===== config.mk =====
export PLATFORM = sky130hd
export DESIGN_NAME = text_console_cursor_engine_core_flat
export DESIGN_NICKNAME = d
export VERILOG_FILES = /design/src/design/tcce_pkg.sv /design/src/design/tcce_in_if.sv /design/src/design/tcce_out_if.sv /design/src/design/tcce_step.sv /design/src/design/text_console_cursor_engine_core.sv /design/src/flat_wrapper.sv
export SDC_FILE = /design/constraint.sdc
export NUM_CORES = 1
export LEC_CHECK = 0
export BUFFER_PORTS_ARGS = -buffer_cell sky130_fd_sc_hd__buf_4
export CORE_MARGIN = 2
export CORE_UTILIZATION = 60
export CTS_BUF_LIST = sky130_fd_sc_hd__clkbuf_8 sky130_fd_sc_hd__clkbuf_16
export DETAILED_ROUTE_END_ITERATION = 10
export GPL_TIMING_DRIVEN = 1
export PLACE_DENSITY = 0.88
export SLEW_MARGIN = 0
export SYNTH_ARGS = -nofsm -noshare
export SYNTH_HDL_FRONTEND = slang
export SYNTH_SLANG_ARGS = --single-unit

===== constraint.sdc =====
create_clock -name clk -period 5.84 [get_ports clk]
set_clock_uncertainty 0.05 [all_clocks]
set_input_delay 0.584 -clock clk [delete_from_list [all_inputs] [get_ports clk]]
set_output_delay 0.584 -clock clk [all_outputs]
set_load 0.02 [all_outputs]

===== src/design/tcce_pkg.sv =====
// Package for the text console cursor engine.
// Holds field widths, character codes, opcodes and the result record.
// No dependencies.
package tcce_pkg;

  localparam int DEFAULT_COLUMNS = 80;
  localparam int DEFAULT_ROWS    = 25;

  localparam int OPCODE_W = 1;
  localparam int CHAR_W   = 8;
  localparam int ATTR_W   = 8;
  localparam int ROW_W    = 5;
  localparam int COL_W    = 7;

  localparam logic [ATTR_W-1:0] ATTR_RESET = 8'h07;

  localparam logic [CHAR_W-1:0] CHAR_NEWLINE   = 8'h0A;
  localparam logic [CHAR_W-1:0] CHAR_RETURN    = 8'h0D;
  localparam logic [CHAR_W-1:0] CHAR_BACKSPACE = 8'h08;
  localparam logic [CHAR_W-1:0] CHAR_SPACE     = 8'h20;

  typedef enum logic [OPCODE_W-1:0] {
    OP_PRINT = 1'b0,
    OP_CLEAR = 1'b1
  } opcode_t;

  typedef struct packed {
    logic              write_valid;
    logic [ROW_W-1:0]  write_row;
    logic [COL_W-1:0]  write_col;
    logic [CHAR_W-1:0] write_char;
    logic [ATTR_W-1:0] write_attr;
    logic              scroll_up;
    logic              clear_all;
    logic [ROW_W-1:0]  cursor_row;
    logic [COL_W-1:0]  cursor_col;
  } result_t;

endpackage


===== src/design/tcce_in_if.sv =====
// Input channel of the text console cursor engine: valid/ready plus one item.
// Depends on tcce_pkg.
interface tcce_in_if import tcce_pkg::*; ();
  logic              valid;
  logic              ready;
  logic [OPCODE_W-1:0] opcode;
  logic [CHAR_W-1:0] character;

  modport source (output valid, output opcode, output character, input ready);
  modport sink   (input valid, input opcode, input character, output ready);
endinterface


===== src/design/tcce_out_if.sv =====
// Result channel of the text console cursor engine: valid/ready plus one item.
// Depends on tcce_pkg.
interface tcce_out_if import tcce_pkg::*; ();
  logic              valid;
  logic              ready;
  logic              write_valid;
  logic [ROW_W-1:0]  write_row;
  logic [COL_W-1:0]  write_col;
  logic [CHAR_W-1:0] write_char;
  logic [ATTR_W-1:0] write_attr;
  logic              scroll_up;
  logic              clear_all;
  logic [ROW_W-1:0]  cursor_row;
  logic [COL_W-1:0]  cursor_col;

  modport source (
    output valid, output write_valid, output write_row, output write_col,
    output write_char, output write_attr, output scroll_up, output clear_all,
    output cursor_row, output cursor_col, input ready
  );
  modport sink (
    input valid, input write_valid, input write_row, input write_col,
    input write_char, input write_attr, input scroll_up, input clear_all,
    input cursor_row, input cursor_col, output ready
  );
endinterface


===== src/design/tcce_step.sv =====
// Cursor update for one item: next cursor position and the result record.
// Depends on tcce_pkg.
module tcce_step import tcce_pkg::*; #(
  parameter int COLUMNS = DEFAULT_COLUMNS,
  parameter int ROWS    = DEFAULT_ROWS,
  localparam int RowW   = $clog2(ROWS),
  localparam int ColW   = $clog2(COLUMNS)
) (
  input  opcode_t           opcode,
  input  logic [CHAR_W-1:0] character,
  input  logic [ATTR_W-1:0] attr,
  input  logic [RowW-1:0]   row,
  input  logic [ColW-1:0]   col,
  output logic [RowW-1:0]   row_next,
  output logic [ColW-1:0]   col_next,
  output result_t           result
);

  localparam logic [RowW-1:0] RowLast = RowW'(ROWS - 1);
  localparam logic [ColW-1:0] ColLast = ColW'(COLUMNS - 1);

  logic            row_last;
  logic            col_last;
  logic            wv;
  logic [RowW-1:0] wr;
  logic [ColW-1:0] wc;
  logic [CHAR_W-1:0] wch;
  logic            scroll;
  logic            clr;

  assign row_last = (row == RowLast);
  assign col_last = (col == ColLast);

  always_comb begin
    row_next = row;
    col_next = col;
    wv       = 1'b0;
    wr       = '0;
    wc       = '0;
    wch      = '0;
    scroll   = 1'b0;
    clr      = 1'b0;
    if (opcode == OP_CLEAR) begin
      row_next = '0;
      col_next = '0;
      clr      = 1'b1;
    end else begin
      unique case (character)
        CHAR_NEWLINE: begin
          col_next = '0;
          if (row_last) scroll = 1'b1;
          else row_next = row + RowW'(1);
        end
        CHAR_RETURN: begin
          col_next = '0;
        end
        CHAR_BACKSPACE: begin
          if (col != '0) begin
            col_next = col - ColW'(1);
            wv       = 1'b1;
            wr       = row;
            wc       = col - ColW'(1);
            wch      = CHAR_SPACE;
          end else if (row != '0) begin
            row_next = row - RowW'(1);
            col_next = ColLast;
            wv       = 1'b1;
            wr       = row - RowW'(1);
            wc       = ColLast;
            wch      = CHAR_SPACE;
          end
        end
        default: begin
          wv  = 1'b1;
          wr  = row;
          wc  = col;
          wch = character;
          if (col_last) begin
            col_next = '0;
            if (row_last) scroll = 1'b1;
            else row_next = row + RowW'(1);
          end else begin
            col_next = col + ColW'(1);
          end
        end
      endcase
    end
  end

  always_comb begin
    result.write_valid = wv;
    result.write_row   = ROW_W'(wr);
    result.write_col   = COL_W'(wc);
    result.write_char  = wch;
    result.write_attr  = attr;
    result.scroll_up   = scroll;
    result.clear_all   = clr;
    result.cursor_row  = ROW_W'(row_next);
    result.cursor_col  = COL_W'(col_next);
  end

endmodule


===== src/design/text_console_cursor_engine_core.sv =====
// Text console cursor engine, top level. Takes one item per cycle (print a
// character or clear the screen) while the output side is ready, keeps the
// cursor and emits one result per item: the cell written, scroll and clear
// requests and the new cursor. An item passes an input register, then the
// cursor update and the result register; with the output side ready a new
// item is accepted every cycle, the cursor register being updated in the
// same cycle the result is registered. Depends on tcce_pkg, tcce_in_if,
// tcce_out_if and tcce_step.
module text_console_cursor_engine_core import tcce_pkg::*; #(
  parameter int COLUMNS = DEFAULT_COLUMNS,
  parameter int ROWS    = DEFAULT_ROWS
) (
  input  logic              clk,
  input  logic              rst,
  tcce_in_if.sink           in_ch,
  tcce_out_if.source        out_ch,
  input  logic              cfg_write_enable,
  input  logic [ATTR_W-1:0] cfg_write_data
);

  localparam int RowW = $clog2(ROWS);
  localparam int ColW = $clog2(COLUMNS);

  logic              s1_valid;
  opcode_t           s1_opcode;
  logic [CHAR_W-1:0] s1_char;

  logic              o_valid;
  result_t           o_result;

  logic [ATTR_W-1:0] attr;
  logic [RowW-1:0]   row;
  logic [ColW-1:0]   col;
  logic [RowW-1:0]   row_next;
  logic [ColW-1:0]   col_next;
  result_t           step_result;

  logic out_free;
  logic s1_fire;
  logic in_fire;

  assign out_free    = !o_valid || out_ch.ready;
  assign s1_fire     = s1_valid && out_free;
  assign in_ch.ready = !s1_valid || out_free;
  assign in_fire     = in_ch.valid && in_ch.ready;

  always_ff @(posedge clk) begin
    if (rst) begin
      attr <= ATTR_RESET;
    end else if (cfg_write_enable) begin
      attr <= cfg_write_data;
    end
  end

  always_ff @(posedge clk) begin
    if (rst) begin
      s1_valid <= 1'b0;
    end else if (in_ch.ready) begin
      s1_valid <= in_ch.valid;
    end
  end

  always_ff @(posedge clk) begin
    if (in_fire) begin
      s1_opcode <= opcode_t'(in_ch.opcode);
      s1_char   <= in_ch.character;
    end
  end

  tcce_step #(
    .COLUMNS (COLUMNS),
    .ROWS    (ROWS)
  ) u_step (
    .opcode    (s1_opcode),
    .character (s1_char),
    .attr      (attr),
    .row       (row),
    .col       (col),
    .row_next  (row_next),
    .col_next  (col_next),
    .result    (step_result)
  );

  always_ff @(posedge clk) begin
    if (rst) begin
      row     <= '0;
      col     <= '0;
      o_valid <= 1'b0;
    end else begin
      if (s1_fire) begin
        row <= row_next;
        col <= col_next;
      end
      if (out_free) begin
        o_valid <= s1_valid;
      end
    end
  end

  always_ff @(posedge clk) begin
    if (s1_fire) begin
      o_result <= step_result;
    end
  end

  assign out_ch.valid       = o_valid;
  assign out_ch.write_valid = o_result.write_valid;
  assign out_ch.write_row   = o_result.write_row;
  assign out_ch.write_col   = o_result.write_col;
  assign out_ch.write_char  = o_result.write_char;
  assign out_ch.write_attr  = o_result.write_attr;
  assign out_ch.scroll_up   = o_result.scroll_up;
  assign out_ch.clear_all   = o_result.clear_all;
  assign out_ch.cursor_row  = o_result.cursor_row;
  assign out_ch.cursor_col  = o_result.cursor_col;

  a_cursor_in_range: assert property (@(posedge clk) disable iff (rst)
    (row <= RowW'(ROWS - 1)) && (col <= ColW'(COLUMNS - 1)))
    else $error("cursor outside the screen");

  a_clear_homes: assert property (@(posedge clk) disable iff (rst)
    o_valid && o_result.clear_all |->
      !o_result.write_valid && !o_result.scroll_up &&
      (o_result.cursor_row == '0) && (o_result.cursor_col == '0))
    else $error("clear result not at home position");

  a_stage_held: assert property (@(posedge clk) disable iff (rst)
    s1_valid && !out_free |=> s1_valid && $stable(s1_char) && $stable(s1_opcode))
    else $error("stalled item lost from input register");

  a_scroll_last_row: assert property (@(posedge clk) disable iff (rst)
    o_valid && o_result.scroll_up |->
      (o_result.cursor_row == ROW_W'(ROWS - 1)) && (o_result.cursor_col == '0))
    else $error("scroll without cursor at start of last row");

endmodule

===== src/flat_wrapper.sv =====
// flat-port wrapper written by rule: the top's interface ports become plain ports
module text_console_cursor_engine_core_flat import tcce_pkg::*;
#(
  parameter int COLUMNS = DEFAULT_COLUMNS,
  parameter int ROWS    = DEFAULT_ROWS
)
  (clk, rst, cfg_write_enable, cfg_write_data, in_ch_valid, in_ch_opcode, in_ch_character, in_ch_ready, out_ch_valid, out_ch_write_valid, out_ch_write_row, out_ch_write_col, out_ch_write_char, out_ch_write_attr, out_ch_scroll_up, out_ch_clear_all, out_ch_cursor_row, out_ch_cursor_col, out_ch_ready);
  tcce_in_if in_ch_i ();
  tcce_out_if out_ch_i ();
  input  logic clk;
  input  logic rst;
  input  logic cfg_write_enable;
  input  logic [ATTR_W-1:0] cfg_write_data;
  input wire logic [$bits(in_ch_i.valid)-1:0] in_ch_valid;
  input wire logic [$bits(in_ch_i.opcode)-1:0] in_ch_opcode;
  input wire logic [$bits(in_ch_i.character)-1:0] in_ch_character;
  output wire logic [$bits(in_ch_i.ready)-1:0] in_ch_ready;
  output wire logic [$bits(out_ch_i.valid)-1:0] out_ch_valid;
  output wire logic [$bits(out_ch_i.write_valid)-1:0] out_ch_write_valid;
  output wire logic [$bits(out_ch_i.write_row)-1:0] out_ch_write_row;
  output wire logic [$bits(out_ch_i.write_col)-1:0] out_ch_write_col;
  output wire logic [$bits(out_ch_i.write_char)-1:0] out_ch_write_char;
  output wire logic [$bits(out_ch_i.write_attr)-1:0] out_ch_write_attr;
  output wire logic [$bits(out_ch_i.scroll_up)-1:0] out_ch_scroll_up;
  output wire logic [$bits(out_ch_i.clear_all)-1:0] out_ch_clear_all;
  output wire logic [$bits(out_ch_i.cursor_row)-1:0] out_ch_cursor_row;
  output wire logic [$bits(out_ch_i.cursor_col)-1:0] out_ch_cursor_col;
  input wire logic [$bits(out_ch_i.ready)-1:0] out_ch_ready;
  assign in_ch_i.valid = in_ch_valid;
  assign in_ch_i.opcode = in_ch_opcode;
  assign in_ch_i.character = in_ch_character;
  assign in_ch_ready = in_ch_i.ready;
  assign out_ch_valid = out_ch_i.valid;
  assign out_ch_write_valid = out_ch_i.write_valid;
  assign out_ch_write_row = out_ch_i.write_row;
  assign out_ch_write_col = out_ch_i.write_col;
  assign out_ch_write_char = out_ch_i.write_char;
  assign out_ch_write_attr = out_ch_i.write_attr;
  assign out_ch_scroll_up = out_ch_i.scroll_up;
  assign out_ch_clear_all = out_ch_i.clear_all;
  assign out_ch_cursor_row = out_ch_i.cursor_row;
  assign out_ch_cursor_col = out_ch_i.cursor_col;
  assign out_ch_i.ready = out_ch_ready;
  text_console_cursor_engine_core #(.COLUMNS(COLUMNS), .ROWS(ROWS)) u_core (.clk(clk), .rst(rst), .in_ch(in_ch_i), .out_ch(out_ch_i), .cfg_write_enable(cfg_write_enable), .cfg_write_data(cfg_write_data));
endmodule

==> summary.txt <==
Timing
  – Worst-Margin Slew: slightly above 1 ns
  – TNS Setup: 0 ns
  – Worst hold slack: 0.3469 ns
  – Period utilization: 52.44%
  – Fmax: roughly 0.33 GHz
  – Final setup fails: 0
  – Final hold violations: 0
  – Tmin final: between 3 and 4 ns
  – Slew Limit Fails: 0
  – RSZ-0062 raised after global routing: false
  – Normalized max-slew margin: 31.19%

Critical path
  – CP cell instances: inv_1 > ha_1 > nor4b_1 > inv_1 > ha_1 > nor3_1 > a2111oi_0 > a211oi_1
  – Critical path arrival: 3.09 ns
  – Slowest-stage cell, CP: nor4b_1
  – R2R Setup Slk: 2.78 ns
  – Max FO, Critical Path: 9
  – Critical Path RT: 5.86 ns
  – Worst setup path category: reg2reg
  – Setup crit end kind: register
  – CP Launch Type: register
  – FF-to-FF path depth: 8
  – R2R Path End: u_core.out_ch.cursor_row[0]
  – Critical path's largest stage delay: 0.63 ns
  – Reg2Reg Launch Point: u_core.row[0]

CTS
  – Post-CTS Resized: 0
  – Hold_buf cts: 0
  – Worst-path clk slew: approximately 0.09 ns
  – Clock tree sinks: between 70 and 80
  – Clock Tree Buf Depth: 2
  – CTS tree: done
  – CTS buffer count: 9
  – Root Driver: clkbuf_8
  – Clk_lat worst skew: around 0.36 ns
  – Htree depth: 3
  – Postcts setup bufs: 0

Place
  – Hpwl dp: around 6300 µm
  – Placed standard-cell area: between 4000 and 5000 µm²
  – Final Wtd Congestion: between 0.9 and 1
  – Buffers added on ports: between 60 and 70

Global routing
  – Total Routing Usage GR: between 20 and 30%
  – Vias in the first global route: 2974
  – Global route total overflow: 0
  – First-pass GRT wire length: around 15000 µm
  – Initial antenna violation count: 0
  – Largest net degree at the start of global routing: 53

Yosys
  – Syn_nets: 395
  – Number of enable flip-flop cells after synthesis: 52
  – Yosys reg bits: 74
  – Main flop type after synthesis: edfxtp_1
  – Post-synth cell types: between 50 and 60
  – Cell area after synthesis: 3731 µm²
  – Post-Synthesis Cells: ~370
  – Syn. warnings: 0
  – Seq/Total Area, Yosys: between 50 and 60%
  – Asr flop ratio synth: 0%
  – Syn avg cell area: 10.19 µm²

Cells and area
  – Fill cell count: about 420
  – Syn-to-layout area delta: 20.09%
  – Commonest non-fill, non-tap cells in the layout: 68 x buf_4, 52 x edfxtp_1, 40 x nor2_1
  – Register area: 2002 µm²
  – Final #Nets: about 450
  – Area of the multi-input gates: between 1500 and 2000 µm²
  – Post-route cell area: ~4500 µm²
  – Commonest non-fill, non-tap cell in the layout: buf_4
  – Share of layout cells above drive strength 1: between 20% and 30%
  – N_diodes: 0

Floorplanning
  – Die H: about 83 µm
  – Core area: between 5000 and 6000 µm²
  – # rows: 28
  – Die X: 82.86 µm
  – Initial Util: 62.65%
  – Die area: around 7000 µm²
  – I/O Pins: 67

Route
  – Via count: between 3000 and 4000
  – Initial detailed-routing violation count: between 500 and 600
  – Drt total wl: about 9000 µm
  – DR pass1 iterations: 5
  – Wire per inst: roughly 18 µm
  – Vias per cell: 6.262
  – Post-route DRC violation count: 0
  – Detail Route Antenna Nets: 0

Min path
  – WHS Path Cells: 1
  – Hold WC Path Type: in2reg
  – HP Start: in_ch_character[2]
  – Hold EP: u_core.s1_char[2]

Power
  – Switching power: between 0.3 and 0.4 mW
  – Flop pwr share: between 50% and 60%
  – Max VDD drop: about 0.00022 V
  – Sw Ratio: around a quarter
  – Leakage power: roughly 1.7 nW
  – Pwr per Cell Area: around 260 nW/µm²
  – Clock share of power: between 30 and 40%
  – Internal: a little under 0.9 mW
  – Combinational share of power: between 10% and 20%

Outcome
  – Status: complete, no violations

Flow run
  – Reported max-cap violation count: 0
==> area by class of cell <==
class	count	area share, %
Sequential cell	74	44.68
Tap cell	75	2.094
Inverter	9	0.7540
Clock buffer	10	3.323
Multi-Input combinational cell	262	36.02
Clock inverter	6	1.731
Timing Repair Buffer	68	11.39
==> per-stage QoR <==
stage | setup slack (ns) | cells | utilization (%) | total power [mW]
floorplan | 3.248 | 366 | - | 0.6950
global placement | 2.959 | 488 | 71.43 | 0.7454
detailed placement | 2.845 | 488 | 71.43 | 0.7502
CTS | 2.844 | 504 | 75.23 | 1.186
global route | 2.522 | 504 | 75.23 | 1.219
finish | 2.777 | 504 | 75.23 | 1.184
==> critical path, delay by kind of cell (launching register included) <==
family / cells / cell delay (ns)
compound gates: 2 / 0.70
fa+ha+maj: 2 / 0.60
buf+inv: 2 / 0.37
flops: 1 / 0.39
simple gates: 2 / 0.68
==> kinds of logic after synthesis <==
kind of cell,count (synthesis),synth area share (%)
AO/OA/AOI/OAI,81,14.25
XOR/XNOR,10,2.347
adder cells (fa/ha/maj),7,2.347
buffers and inverters,30,3.219
flip-flops,74,53.66
multiplexers,7,1.945
AND/OR/NAND/NOR,157,22.23
==> synth_stat cells (4+ instances only) <==
master    instances  area (µm²)
and3_1           15       93.84
nor2_1           40       150.1
a211o_1           4       35.03
nor3_1           13       65.06
inv_1             8       30.03
o21ai_1           6       30.03
edfxtp_1         52        1562
nand2_1          25       93.84
nor4_1            5       31.28
a211oi_1          5       37.54
mux2i_1           5       50.05
xnor2_1           6       52.55
or3_1             4       25.02
ha_1              7       87.58
dfxtp_1          22       440.4
clkbuf_1         18       67.56
o21ai_0          13       65.06
xor2_1            4       35.03
nor2b_1          10       62.56
a22oi_1           4       30.03
nand2b_1          4       25.02
o21a_1            4       30.03
and2_1            4       25.02
nand3_1          14       70.07
a21oi_1          19       95.09
o31ai_1           8       60.06
==> state kept, by name, indices dropped and copies added, names as in the netlist, 5 cells and up <==
signal,flops
u_core.row,5
u_core.attr,8
u_core.out_ch.write_row,5
u_core.out_ch.write_attr,8
u_core.col,7
u_core.out_ch.cursor_col,7
u_core.out_ch.cursor_row,5
u_core.out_ch.write_col,7
u_core.s1_char,8
u_core.out_ch.write_char,8
==> power by group through the flow <==
stage          sequential (mW)  combinational [mW]  clock [mW]
6_report                 0.604               0.137       0.443
3_5_place_dp             0.615               0.135           0
4_1_cts                  0.604               0.136       0.447
2_1_floorplan            0.627              0.0677           0
3_3_place_gp             0.614               0.132           0
5_1_grt                  0.607               0.147       0.464
==> worst max-delay path by stage <==
stage	from	endpoint	slack, ns	cells past startpoint
2_1_floorplan	u_core.row[0]	u_core.out_ch.cursor_row[0]	3.25	8
3_3_place_gp	u_core.row[0]	u_core.out_ch.cursor_row[0]	2.96	8
3_5_place_dp	u_core.row[0]	u_core.out_ch.cursor_row[0]	2.84	8
4_1_cts	u_core.row[0]	u_core.out_ch.cursor_row[0]	2.84	8
5_1_grt	u_core.row[0]	u_core.out_ch.cursor_row[0]	2.52	8
6_report	u_core.row[0]	u_core.out_ch.cursor_row[0]	2.78	8
==> routing by layer <==
layer  global-route usage, %  up-vias  wire length, µm
met4                   11.77        0              234
met3                   8.151       30              850
li1                        -     1472                -
met2                   43.04      188             4355
met5                       0        -                0
met1                   35.83     1466             3693
(Power assumes the default switching activity.)
